`src/hdl/brt_pkg.sv`:
```
// Shared types, codes and reset values of the backoff retry table.
`timescale 1ns / 1ps

package brt_pkg;

    // Request codes
    localparam logic [1:0] REQ_TICK  = 2'd0;
    localparam logic [1:0] REQ_SET   = 2'd1;
    localparam logic [1:0] REQ_CLEAR = 2'd2;
    localparam logic [1:0] REQ_CHECK = 2'd3;

    // Status codes
    localparam logic [1:0] ST_OK       = 2'd0;
    localparam logic [1:0] ST_FULL     = 2'd1;
    localparam logic [1:0] ST_EMPTY    = 2'd2;
    localparam logic [1:0] ST_NOTFOUND = 2'd3;

    // Register indexes
    localparam logic [1:0] REG_BASE   = 2'd0;
    localparam logic [1:0] REG_CAP    = 2'd1;
    localparam logic [1:0] REG_SHIFT  = 2'd2;
    localparam logic [1:0] REG_PERIOD = 2'd3;

    // Register reset values
    localparam logic [15:0] BASE_RST   = 16'd100;
    localparam logic [19:0] CAP_RST    = 20'd6000;
    localparam logic [3:0]  SHIFT_RST  = 4'd10;
    localparam logic [9:0]  PERIOD_RST = 10'd10;

    // Positive ticks left always fit in 31 bits
    localparam int TICKW = 31;

    typedef struct packed {
        logic [15:0] base_delay;
        logic [19:0] cap_delay;
        logic [3:0]  max_shift;
        logic [9:0]  tick_period;
    } cfg_t;

    typedef struct packed {
        logic [1:0]  status;
        logic        ready_res;
        logic [31:0] wait_ms;
        logic [31:0] next_delay_ms;
    } res_t;

endpackage

```
`src/hdl/brt_ms_mul.sv`:
```
// Registered tick to millisecond multiplier with saturation.
`timescale 1ns / 1ps

module brt_ms_mul
    import brt_pkg::*;
(
    input  logic             clk,
    input  logic [TICKW-1:0] ticks,
    input  logic [9:0]       period,
    output logic [31:0]      ms
);

    logic [TICKW+9:0] prod;
    logic [31:0]      ms_reg;

    // Multiply ticks by the tick period
    assign prod = {10'd0, ticks} * {{TICKW{1'b0}}, period};

    // Saturate to 32 bits and register
    always_ff @(posedge clk)
    begin
        ms_reg <= (|prod[TICKW+9:32]) ? 32'hFFFF_FFFF : prod[31:0];
    end

    assign ms = ms_reg;

endmodule

```
`src/hdl/brt_core.sv`:
```
// Sequencer, slot memories and compare unit of the backoff retry table.
`timescale 1ns / 1ps

module brt_core
    import brt_pkg::*;
#(
    parameter int SLOTS = 16
)
(
    input  logic        clk,
    input  logic        rst_n,
    input  cfg_t        cfg,
    input  logic        in_valid,
    output logic        in_ready,
    input  logic [1:0]  req_type,
    input  logic [63:0] job_key,
    input  logic [7:0]  attempts,
    input  logic        res_ok,
    output logic        res_push,
    output res_t        res
);

    localparam int IDXW = (SLOTS > 1) ? $clog2(SLOTS) : 1;
    localparam int CW   = $clog2(SLOTS + 1);
    localparam logic [IDXW-1:0] LAST_IDX = IDXW'(SLOTS - 1);

    typedef enum logic [2:0] {
        S_IDLE,
        S_WALK,
        S_APPLY,
        S_MS_REM,
        S_MS_NEXT,
        S_DONE
    } state_t;

    state_t            state_reg;
    logic [31:0]       time_now_reg;
    logic [SLOTS-1:0]  used_reg;

    // Latched request
    logic [1:0]        req_reg;
    logic [63:0]       key_reg;
    logic [19:0]       delay_reg;
    logic              lookup_reg;

    // Walk pipeline
    logic [CW-1:0]     issue_cnt_reg;
    logic              a_vld_reg;
    logic [IDXW-1:0]   a_idx_reg;
    logic              a_used_reg;
    logic              b_vld_reg;
    logic [IDXW-1:0]   b_idx_reg;
    logic              b_used_reg;
    logic              b_hit_reg;
    logic [TICKW-1:0]  b_t_reg;

    // Walk trackers
    logic              match_reg;
    logic [IDXW-1:0]   match_idx_reg;
    logic [TICKW-1:0]  match_t_reg;
    logic              free_reg;
    logic [IDXW-1:0]   free_idx_reg;
    logic [TICKW-1:0]  best_reg;

    // Result
    logic [1:0]        status_reg;
    logic              ready_reg;
    logic [TICKW-1:0]  rem_reg;
    logic [31:0]       rem_ms_reg;

    // Memories
    logic [63:0]       key_mem [SLOTS];
    logic [31:0]       dl_mem  [SLOTS];
    logic [63:0]       key_rd_reg;
    logic [31:0]       dl_rd_reg;

    logic              accept;
    logic              issue;
    logic [IDXW-1:0]   rd_idx;
    logic [31:0]       dl_diff;
    logic [TICKW-1:0]  a_t;
    logic              a_hit;
    logic [7:0]        att_m1;
    logic [3:0]        shift_amt;
    logic [31:0]       shifted;
    logic [19:0]       delay_new;

    logic [1:0]        ap_status;
    logic              ap_ready;
    logic [TICKW-1:0]  ap_rem;
    logic [TICKW-1:0]  ap_x;
    logic              ap_set;
    logic              ap_clr;
    logic [IDXW-1:0]   ap_idx;
    logic [TICKW-1:0]  ap_best;
    logic              mem_we;
    logic [31:0]       dl_wr;

    logic [TICKW-1:0]  mul_ticks;
    logic [31:0]       mul_ms;

    assign in_ready = (state_reg == S_IDLE);
    assign accept   = in_valid && in_ready;
    assign issue    = (state_reg == S_WALK) && (issue_cnt_reg != CW'(SLOTS));
    assign rd_idx   = issue_cnt_reg[IDXW-1:0];

    // Backoff delay of the incoming request
    always_comb
    begin
        att_m1    = attempts - 8'd1;
        shift_amt = (att_m1 > {4'd0, cfg.max_shift}) ? cfg.max_shift : att_m1[3:0];
        shifted   = {16'd0, cfg.base_delay} << shift_amt;
        if (attempts == 8'd0)
        begin
            delay_new = 20'd0;
        end
        else if (shifted > {12'd0, cfg.cap_delay})
        begin
            delay_new = cfg.cap_delay;
        end
        else
        begin
            delay_new = shifted[19:0];
        end
    end

    // Ticks left and key match of the slot read last cycle
    always_comb
    begin
        dl_diff = dl_rd_reg - time_now_reg;
        a_t     = (dl_diff == 32'd0 || dl_diff[31]) ? '0 : dl_diff[TICKW-1:0];
        a_hit   = a_used_reg && lookup_reg && (key_rd_reg == key_reg);
    end

    // Decide the table update and result fields after the walk
    always_comb
    begin
        ap_status = ST_OK;
        ap_ready  = 1'b0;
        ap_rem    = '0;
        ap_x      = '0;
        ap_set    = 1'b0;
        ap_clr    = 1'b0;
        ap_idx    = match_idx_reg;
        if (!lookup_reg)
        begin
            if (req_reg != REQ_TICK)
            begin
                ap_status = ST_EMPTY;
                ap_ready  = (req_reg == REQ_CHECK);
            end
        end
        else
        begin
            case (req_reg)
                REQ_SET:
                begin
                    if (match_reg)
                    begin
                        ap_set = 1'b1;
                    end
                    else if (free_reg)
                    begin
                        ap_set = 1'b1;
                        ap_idx = free_idx_reg;
                    end
                    else
                    begin
                        ap_status = ST_FULL;
                    end
                    ap_x = ap_set ? TICKW'(delay_reg) : '0;
                end
                REQ_CLEAR:
                begin
                    if (match_reg)
                    begin
                        ap_clr = 1'b1;
                    end
                    else
                    begin
                        ap_status = ST_NOTFOUND;
                    end
                end
                REQ_CHECK:
                begin
                    if (match_reg)
                    begin
                        ap_ready = (match_t_reg == '0);
                        ap_rem   = match_t_reg;
                        ap_x     = match_t_reg;
                    end
                    else
                    begin
                        ap_status = ST_NOTFOUND;
                        ap_ready  = 1'b1;
                    end
                end
                default:
                begin
                end
            endcase
        end
        ap_best = (ap_x != '0 && (best_reg == '0 || ap_x < best_reg)) ? ap_x : best_reg;
    end

    assign mem_we = (state_reg == S_APPLY) && ap_set;
    assign dl_wr  = time_now_reg + {12'd0, delay_reg};

    // Slot key and deadline memories
    always_ff @(posedge clk)
    begin
        if (mem_we)
        begin
            key_mem[ap_idx] <= key_reg;
            dl_mem[ap_idx]  <= dl_wr;
        end
        key_rd_reg <= key_mem[rd_idx];
        dl_rd_reg  <= dl_mem[rd_idx];
    end

    // Share one multiplier for remaining and next delay
    assign mul_ticks = (state_reg == S_MS_REM) ? rem_reg : best_reg;

    brt_ms_mul u_ms_mul (
        .clk    (clk),
        .ticks  (mul_ticks),
        .period (cfg.tick_period),
        .ms     (mul_ms)
    );

    // Sequencer
    always_ff @(posedge clk or negedge rst_n)
    begin
        if (!rst_n)
        begin
            state_reg     <= S_IDLE;
            time_now_reg  <= 32'd0;
            used_reg      <= '0;
            req_reg       <= REQ_TICK;
            key_reg       <= 64'd0;
            delay_reg     <= 20'd0;
            lookup_reg    <= 1'b0;
            issue_cnt_reg <= '0;
            a_vld_reg     <= 1'b0;
            a_idx_reg     <= '0;
            a_used_reg    <= 1'b0;
            b_vld_reg     <= 1'b0;
            b_idx_reg     <= '0;
            b_used_reg    <= 1'b0;
            b_hit_reg     <= 1'b0;
            b_t_reg       <= '0;
            match_reg     <= 1'b0;
            match_idx_reg <= '0;
            match_t_reg   <= '0;
            free_reg      <= 1'b0;
            free_idx_reg  <= '0;
            best_reg      <= '0;
            status_reg    <= ST_OK;
            ready_reg     <= 1'b0;
            rem_reg       <= '0;
            rem_ms_reg    <= 32'd0;
        end
        else
        begin
            case (state_reg)
                S_IDLE:
                begin
                    if (accept)
                    begin
                        req_reg       <= req_type;
                        key_reg       <= job_key;
                        delay_reg     <= delay_new;
                        lookup_reg    <= (req_type != REQ_TICK) && (job_key != 64'd0);
                        issue_cnt_reg <= '0;
                        a_vld_reg     <= 1'b0;
                        b_vld_reg     <= 1'b0;
                        match_reg     <= 1'b0;
                        free_reg      <= 1'b0;
                        best_reg      <= '0;
                        if (req_type == REQ_TICK)
                        begin
                            time_now_reg <= time_now_reg + 32'd1;
                        end
                        state_reg <= S_WALK;
                    end
                end
                S_WALK:
                begin
                    // Issue one slot read per cycle
                    if (issue)
                    begin
                        issue_cnt_reg <= issue_cnt_reg + CW'(1);
                    end
                    a_vld_reg  <= issue;
                    a_idx_reg  <= rd_idx;
                    a_used_reg <= used_reg[rd_idx];
                    // Register the compare result
                    b_vld_reg  <= a_vld_reg;
                    b_idx_reg  <= a_idx_reg;
                    b_used_reg <= a_used_reg;
                    b_hit_reg  <= a_hit;
                    b_t_reg    <= a_t;
                    // Track match, first free slot and smallest positive delay
                    if (b_vld_reg)
                    begin
                        if (b_hit_reg)
                        begin
                            match_reg     <= 1'b1;
                            match_idx_reg <= b_idx_reg;
                            match_t_reg   <= b_t_reg;
                        end
                        else if (b_used_reg && b_t_reg != '0
                                 && (best_reg == '0 || b_t_reg < best_reg))
                        begin
                            best_reg <= b_t_reg;
                        end
                        if (!b_used_reg && !free_reg)
                        begin
                            free_reg     <= 1'b1;
                            free_idx_reg <= b_idx_reg;
                        end
                        if (b_idx_reg == LAST_IDX)
                        begin
                            state_reg <= S_APPLY;
                        end
                    end
                end
                S_APPLY:
                begin
                    if (ap_set)
                    begin
                        used_reg[ap_idx] <= 1'b1;
                    end
                    if (ap_clr)
                    begin
                        used_reg[ap_idx] <= 1'b0;
                    end
                    status_reg <= ap_status;
                    ready_reg  <= ap_ready;
                    rem_reg    <= ap_ready ? '0 : ap_rem;
                    best_reg   <= ap_best;
                    state_reg  <= S_MS_REM;
                end
                S_MS_REM:
                begin
                    state_reg <= S_MS_NEXT;
                end
                S_MS_NEXT:
                begin
                    rem_ms_reg <= mul_ms;
                    state_reg  <= S_DONE;
                end
                S_DONE:
                begin
                    if (res_ok)
                    begin
                        state_reg <= S_IDLE;
                    end
                end
                default:
                begin
                    state_reg <= S_IDLE;
                end
            endcase
        end
    end

    assign res_push          = (state_reg == S_DONE) && res_ok;
    assign res.status        = status_reg;
    assign res.ready_res     = ready_reg;
    assign res.wait_ms       = rem_ms_reg;
    assign res.next_delay_ms = mul_ms;

endmodule

```
`src/hdl/backoff_retry_table.sv`:
```
// Top level of the backoff retry table: register port, core and output register.
//
// channel   direction  handshake            payload
// request   in         in_valid / in_ready  req_type, job_key, attempts
// result    out        out_valid/out_ready  status, ready_res, wait_ms, next_delay_ms
// config    in         psel/penable/pready  paddr, pwdata, prdata
//
// A request passes from accept through the walk, the apply step and the millisecond
// steps to its result; no new request is accepted until the core has pushed it. The walk
// reads one slot of the key/deadline memory per cycle, then one multiplier is used
// twice for the millisecond values. Reset clears the used bits at once, so no
// clearing pass runs. One output register holds a result; the core stalls at its
// last step while that register is full and not being taken.
`timescale 1ns / 1ps

module backoff_retry_table
    import brt_pkg::*;
#(
    parameter int SLOTS = 16
)
(
    input  logic        clk,
    input  logic        rst_n,
    // Configuration port
    input  logic        psel,
    input  logic        penable,
    input  logic        pwrite,
    input  logic [3:0]  paddr,
    input  logic [31:0] pwdata,
    output logic [31:0] prdata,
    output logic        pready,
    // Request channel
    input  logic        in_valid,
    output logic        in_ready,
    input  logic [1:0]  req_type,
    input  logic [63:0] job_key,
    input  logic [7:0]  attempts,
    // Result channel
    output logic        out_valid,
    input  logic        out_ready,
    output logic [1:0]  status,
    output logic        ready_res,
    output logic [31:0] wait_ms,
    output logic [31:0] next_delay_ms
);

    cfg_t        cfg_reg;
    res_t        res;
    res_t        out_reg;
    logic        out_valid_reg;
    logic        res_push;
    logic        res_ok;
    logic        cfg_wr;
    logic [1:0]  cfg_idx;

    assign pready  = 1'b1;
    assign cfg_wr  = psel && penable && pwrite && pready;
    assign cfg_idx = paddr[3:2];

    // Write configuration registers
    always_ff @(posedge clk or negedge rst_n)
    begin
        if (!rst_n)
        begin
            cfg_reg.base_delay  <= BASE_RST;
            cfg_reg.cap_delay   <= CAP_RST;
            cfg_reg.max_shift   <= SHIFT_RST;
            cfg_reg.tick_period <= PERIOD_RST;
        end
        else if (cfg_wr)
        begin
            case (cfg_idx)
                REG_BASE:   cfg_reg.base_delay  <= pwdata[15:0];
                REG_CAP:    cfg_reg.cap_delay   <= pwdata[19:0];
                REG_SHIFT:  cfg_reg.max_shift   <= pwdata[3:0];
                REG_PERIOD: cfg_reg.tick_period <= pwdata[9:0];
                default:
                begin
                end
            endcase
        end
    end

    // Read back configuration registers
    always_comb
    begin
        case (cfg_idx)
            REG_BASE:   prdata = {16'd0, cfg_reg.base_delay};
            REG_CAP:    prdata = {12'd0, cfg_reg.cap_delay};
            REG_SHIFT:  prdata = {28'd0, cfg_reg.max_shift};
            REG_PERIOD: prdata = {22'd0, cfg_reg.tick_period};
            default:    prdata = 32'd0;
        endcase
    end

    brt_core #(
        .SLOTS (SLOTS)
    ) u_core (
        .clk      (clk),
        .rst_n    (rst_n),
        .cfg      (cfg_reg),
        .in_valid (in_valid),
        .in_ready (in_ready),
        .req_type (req_type),
        .job_key  (job_key),
        .attempts (attempts),
        .res_ok   (res_ok),
        .res_push (res_push),
        .res      (res)
    );

    // Hold the result in the core until the output register can take it
    assign res_ok = !out_valid_reg || out_ready;

    always_ff @(posedge clk or negedge rst_n)
    begin
        if (!rst_n)
        begin
            out_valid_reg <= 1'b0;
            out_reg       <= '0;
        end
        else if (res_push)
        begin
            out_valid_reg <= 1'b1;
            out_reg       <= res;
        end
        else if (out_ready)
        begin
            out_valid_reg <= 1'b0;
        end
    end

    assign out_valid     = out_valid_reg;
    assign status        = out_reg.status;
    assign ready_res     = out_reg.ready_res;
    assign wait_ms       = out_reg.wait_ms;
    assign next_delay_ms = out_reg.next_delay_ms;

`ifndef ASSERT_OFF
    a_busy_after_accept: assert property (@(posedge clk) disable iff (!rst_n)
        in_valid && in_ready |=> !in_ready)
        else $error("request accepted while the core was still busy");

    a_no_overwrite: assert property (@(posedge clk) disable iff (!rst_n)
        res_push |-> (!out_valid_reg || out_ready))
        else $error("result pushed over a waiting result");

    a_push_from_busy: assert property (@(posedge clk) disable iff (!rst_n)
        res_push |-> !in_ready)
        else $error("result pushed while the core was idle");
`endif

endmodule
```
`config.mk`:
```
export PLATFORM = sky130hd
export DESIGN_NAME = backoff_retry_table
export DESIGN_NICKNAME = d
export VERILOG_FILES = /design/src/hdl/brt_pkg.sv /design/src/hdl/brt_ms_mul.sv /design/src/hdl/brt_core.sv /design/src/hdl/backoff_retry_table.sv
export SDC_FILE = /design/constraint.sdc
export NUM_CORES = 2
export LEC_CHECK = 0
export BUFFER_PORTS_ARGS = -buffer_cell sky130_fd_sc_hd__buf_2
export CAP_MARGIN = 20
export CORE_ASPECT_RATIO = 1.1
export CORE_MARGIN = 8
export CORE_UTILIZATION = 30
export CTS_CLUSTER_SIZE = 28
export DETAILED_ROUTE_END_ITERATION = 10
export PLACE_DENSITY = 0.57
export REMOVE_ABC_BUFFERS = 1
export SLEW_MARGIN = 20
export SYNTH_ARGS = -nofsm -noshare
export SYNTH_HDL_FRONTEND = slang
export SYNTH_SLANG_ARGS = --single-unit
```
`constraint.sdc`:
```
create_clock -name clk -period 7.25 [get_ports clk]
set_clock_uncertainty 0.15 [all_clocks]
set_input_delay 0.725 -clock clk [delete_from_list [all_inputs] [get_ports clk]]
set_output_delay 0.725 -clock clk [all_outputs]
set_load 0.01 [all_outputs]
```
==> results.sh <==
export IMPL_grt_ovfl_total=0
export IMPL_ant_nets=0
export IMPL_drt_pass1_iterations=5
export IMPL_hold_class="in -> reg"
export IMPL_cts_sinks=2107
export IMPL_ff2ff_path_depth=29
export IMPL_critPathMaxFanout=10
export IMPL_max_slew_margin_rel=0.236
export IMPL_period_share=0.968
export IMPL_grt_max_degree=125
export IMPL_cts_root_buf="clkbuf_16"
export IMPL_drv_slew=0
export IMPL_synth_edf_count=1536
export IMPL_setup_worst_path_start_class="flop"
export IMPL_p_per_area_nw_per_um2=437
export IMPL_vias=52800
export IMPL_drc_errors=0
export IMPL_p_leak_uw=0.0406
export IMPL_worst_slew_pin_slew_ns=1.14
export IMPL_synth_compound_area_frac=0.0444
export IMPL_cp_common_cell="fa_1"
export IMPL_min_to="cfg_reg[33]"
export IMPL_r2r_end="u_core.u_ms_mul.ms[20]"
export IMPL_place_area_um2=102000
export IMPL_wl_per_cell_um=22.7
export IMPL_row_count=217
export IMPL_area_growth_pct=15.5
export IMPL_layout_drive_gt1_share=0.227
export IMPL_largest_register="u_core.key_mem"
export IMPL_htree_levels=4
export IMPL_grt_pass1_vias=55800
export IMPL_seq_area_frac_synth=0.628
export IMPL_die_width_um=553
export IMPL_cts_tree="yes"
export IMPL_wirelength_mm=240
export IMPL_synth_distinct_cells=93
export IMPL_dp_hpwl_mm=144
export IMPL_min_path_cells=3
export IMPL_clk_latency_ns=0.88
export IMPL_dieArea_um2=336000
export IMPL_grt_usage=0.139
export IMPL_io_pins=219
export IMPL_drv_cap=0
export IMPL_vias_per_cell=4.98
export IMPL_reg2reg_from="u_core.state_reg[2]"
export IMPL_crit_slowest_cell="fa_1"
export IMPL_reg2reg_slack_ns=0.23
export IMPL_synth_area_um2=95200
export IMPL_cts_clk_slew_worst_paths_ns=0.07
export IMPL_grt_pass1_wl_mm=362
export IMPL_synth_ff_type="edfxtp_1"
export IMPL_place_congestion=0.818
export IMPL_cts_buffer_depth=4
export IMPL_worstPathArrival_ns=7.51
export IMPL_start_util=0.301
export IMPL_hold_viol_final=0
export IMPL_synth_xor_area_share=0.0156
export IMPL_finalSetupViolCount=0
export IMPL_crit_required_ns=7.74
export IMPL_crit_type="reg -> reg"
export IMPL_synth_warnings=0
export IMPL_antenna_found_initial=5
export IMPL_syn_inst=5901
export IMPL_synth_top_family_by_area="multiplexers"
export IMPL_synth_mux_area_fraction=0.149
export IMPL_outcome="finished clean"
export IMPL_die_h_um=607
export IMPL_layout_nets=6820
export IMPL_numCtsBuffers=211
export IMPL_largest_reg_flops=1024
export IMPL_core_um2=317000
export IMPL_slowest_delay_ns=0.52
export IMPL_io_buffers=191
export IMPL_drt_initial_drc_count=4583
export IMPL_peakVddDrop_v=0.000464
export IMPL_final_core_util=0.347
export IMPL_largest_registers="u_core.key_mem (1024), u_core.dl_mem (512)"
export IMPL_synthAdderAreaFrac=0.0771
export IMPL_synth_seq_cells=2107
export IMPL_synthArstFlopShare=0.210
export IMPL_stdcell_area_um2=110000
export IMPL_hp_start="pwdata[19]"
export IMPL_end_kind="flop"
export IMPL_synthSimpleGateAreaFrac=0.0608
export IMPL_period_minus_slack_ns=7.02
export IMPL_syn_area_per_cell_um2=16.1
export IMPL_p_total_uw=48000
export IMPL_fmax_ghz=0.143
through the flow:
| step | TNS (ns) | setup WS, ns | hold slack (ns) | std cells |
|---|---|---|---|---|
| final | 0 | 0.234 | 0.0675 | 10600 |
| after global routing | -0.744 | -0.0470 | 0.0281 | 10600 |
| after CTS | 0 | 0.0203 | 0.00391 | 10600 |
| after detailed placement | 0 | 0.0258 | 0.305 | 10100 |
| after global placement | 0 | 0.0724 | 0.297 | 10100 |
| after floorplan | -990.99 | -9.35 | 0.279 | 5634 |
kinds of logic after synthesis:
kind of cell,after synthesis
multiplexers,774
XOR/XNOR,170
other,2
flip-flops,2107
AO/OA/AOI/OAI,616
adder cells (fa/ha/maj),447
buffers and inverters,605
AND/OR/NAND/NOR,1180
cells in the final DEF, fill, tap and decap left out, drive strengths merged, types with 46 or more instances in the layout:
cell and instances:
a21oi 122, xor2 57, inv 333, xnor2 113, nand3 75, nor2b 56
clkinv 46, nor2 162, a22o 61, and2 188, dlygate4sd3 61, a21o 81
ha 215, edfxtp 1536, dfxtp 128, nand2 443, mux4 493, nor3 48
fa 232, buf 343, o21ai 125, mux2i 82, mux2 200, a22oi 54
clkbuf 306, nor4 60, nand4 54, dfrtp 429
worst max-delay path, delay by kind of cell, from the launching register on:
| family | cells | cell delay [ns] |
|---|---|---|
| compound gates | 5 | 0.91 |
| xor+xnor | 1 | 0.10 |
| fa+ha+maj | 6 | 2.53 |
| buf+inv | 9 | 1.30 |
| flops | 1 | 0.37 |
| mux | 1 | 0.33 |
| simple gates | 7 | 1.13 |
repair_timing:
action | 4_1_cts | 5_1_grt
hold buffers | 61 | 0
setup endpoints to repair | 21 | 32
gates resized for setup | 2 | 35
hold endpoints to repair | 155 | 0
buffers inserted | 0 | 14
pin swaps | 0 | 7
cloned | 0 | 6
worst max path at each step:
stage                             from                       to  slack (ns)  depth (start not counted)
2_1_floorplan  u_core.issue_cnt_reg[0]  u_core.issue_cnt_reg[0]       -9.35                          6
3_3_place_gp       u_core.state_reg[2]    u_core.u_ms_mul.ms[1]        0.07                         24
3_5_place_dp       u_core.state_reg[0]    u_core.u_ms_mul.ms[3]        0.03                         23
4_1_cts            u_core.state_reg[2]   u_core.u_ms_mul.ms[31]        0.02                         25
5_1_grt            u_core.state_reg[2]   u_core.u_ms_mul.ms[25]       -0.05                         29
6_report           u_core.state_reg[2]   u_core.u_ms_mul.ms[20]        0.23                         29
cell usage after synthesis (16+ instances only):
| cell type | count | share of area |
|---|---|---|
| fa_1 | 232 | 0.049 |
| a21o_1 | 81 | 0.0064 |
| clkbuf_1 | 198 | 0.0078 |
| mux4_2 | 493 | 0.12 |
| nor2b_1 | 56 | 0.0037 |
| ha_1 | 215 | 0.028 |
| a22oi_1 | 54 | 0.0043 |
| xor2_1 | 57 | 0.0052 |
| nand3_1 | 75 | 0.0039 |
| xnor2_1 | 113 | 0.010 |
| a22o_1 | 60 | 0.0055 |
| inv_1 | 326 | 0.013 |
| edfxtp_1 | 1536 | 0.48 |
| o21ai_0 | 121 | 0.0064 |
| and2_1 | 188 | 0.012 |
| dfrtp_1 | 429 | 0.11 |
| nor4_1 | 60 | 0.0039 |
| dfxtp_1 | 128 | 0.027 |
| a31oi_1 | 16 | 0.0011 |
| mux2_2 | 199 | 0.024 |
| a21oi_1 | 119 | 0.0063 |
| nand2_1 | 443 | 0.017 |
| a211oi_1 | 17 | 0.0013 |
| or3_1 | 20 | 0.0013 |
| nor2_1 | 160 | 0.0063 |
| nand2b_1 | 27 | 0.0018 |
| o211ai_1 | 18 | 0.0014 |
| nor3_1 | 47 | 0.0025 |
| nand4_1 | 54 | 0.0035 |
| buf_1 | 50 | 0.0020 |
| mux2i_1 | 82 | 0.0086 |
power by group:
group	total [uW]	internal [uW]	leakage, uW	switching [uW]
registers	17300	15400	0.0208	1910
logic	19900	9030	0.0165	10900
clock network	10900	6330	0.00331	4560
total	48000	30700	0.0406	17300
layer usage:
layer / wire [um] / share of wire / GRT usage / vias to the layer above
li1: - / - / - / 23100
met1: 109000 / 0.45 / 0.198 / 27900
met2: 113000 / 0.47 / 0.227 / 1513
met3: 13300 / 0.055 / 0.0199 / 307
met4: 5070 / 0.021 / 0.0316 / 2
met5: 13 / 0.000054 / 0 / -
layout make-up:
cell class,instances,area (um2)
tap,4161,5210
multi-input combinational,3201,33600
antenna,1,2.50
clock buffer,302,5940
sequential,2107,59800
inverter,327,1230
timing repair buffer,408,3240
clock inverter,84,928
fill,30100,207000
Note: power is estimated with default switching activity, not from simulation.
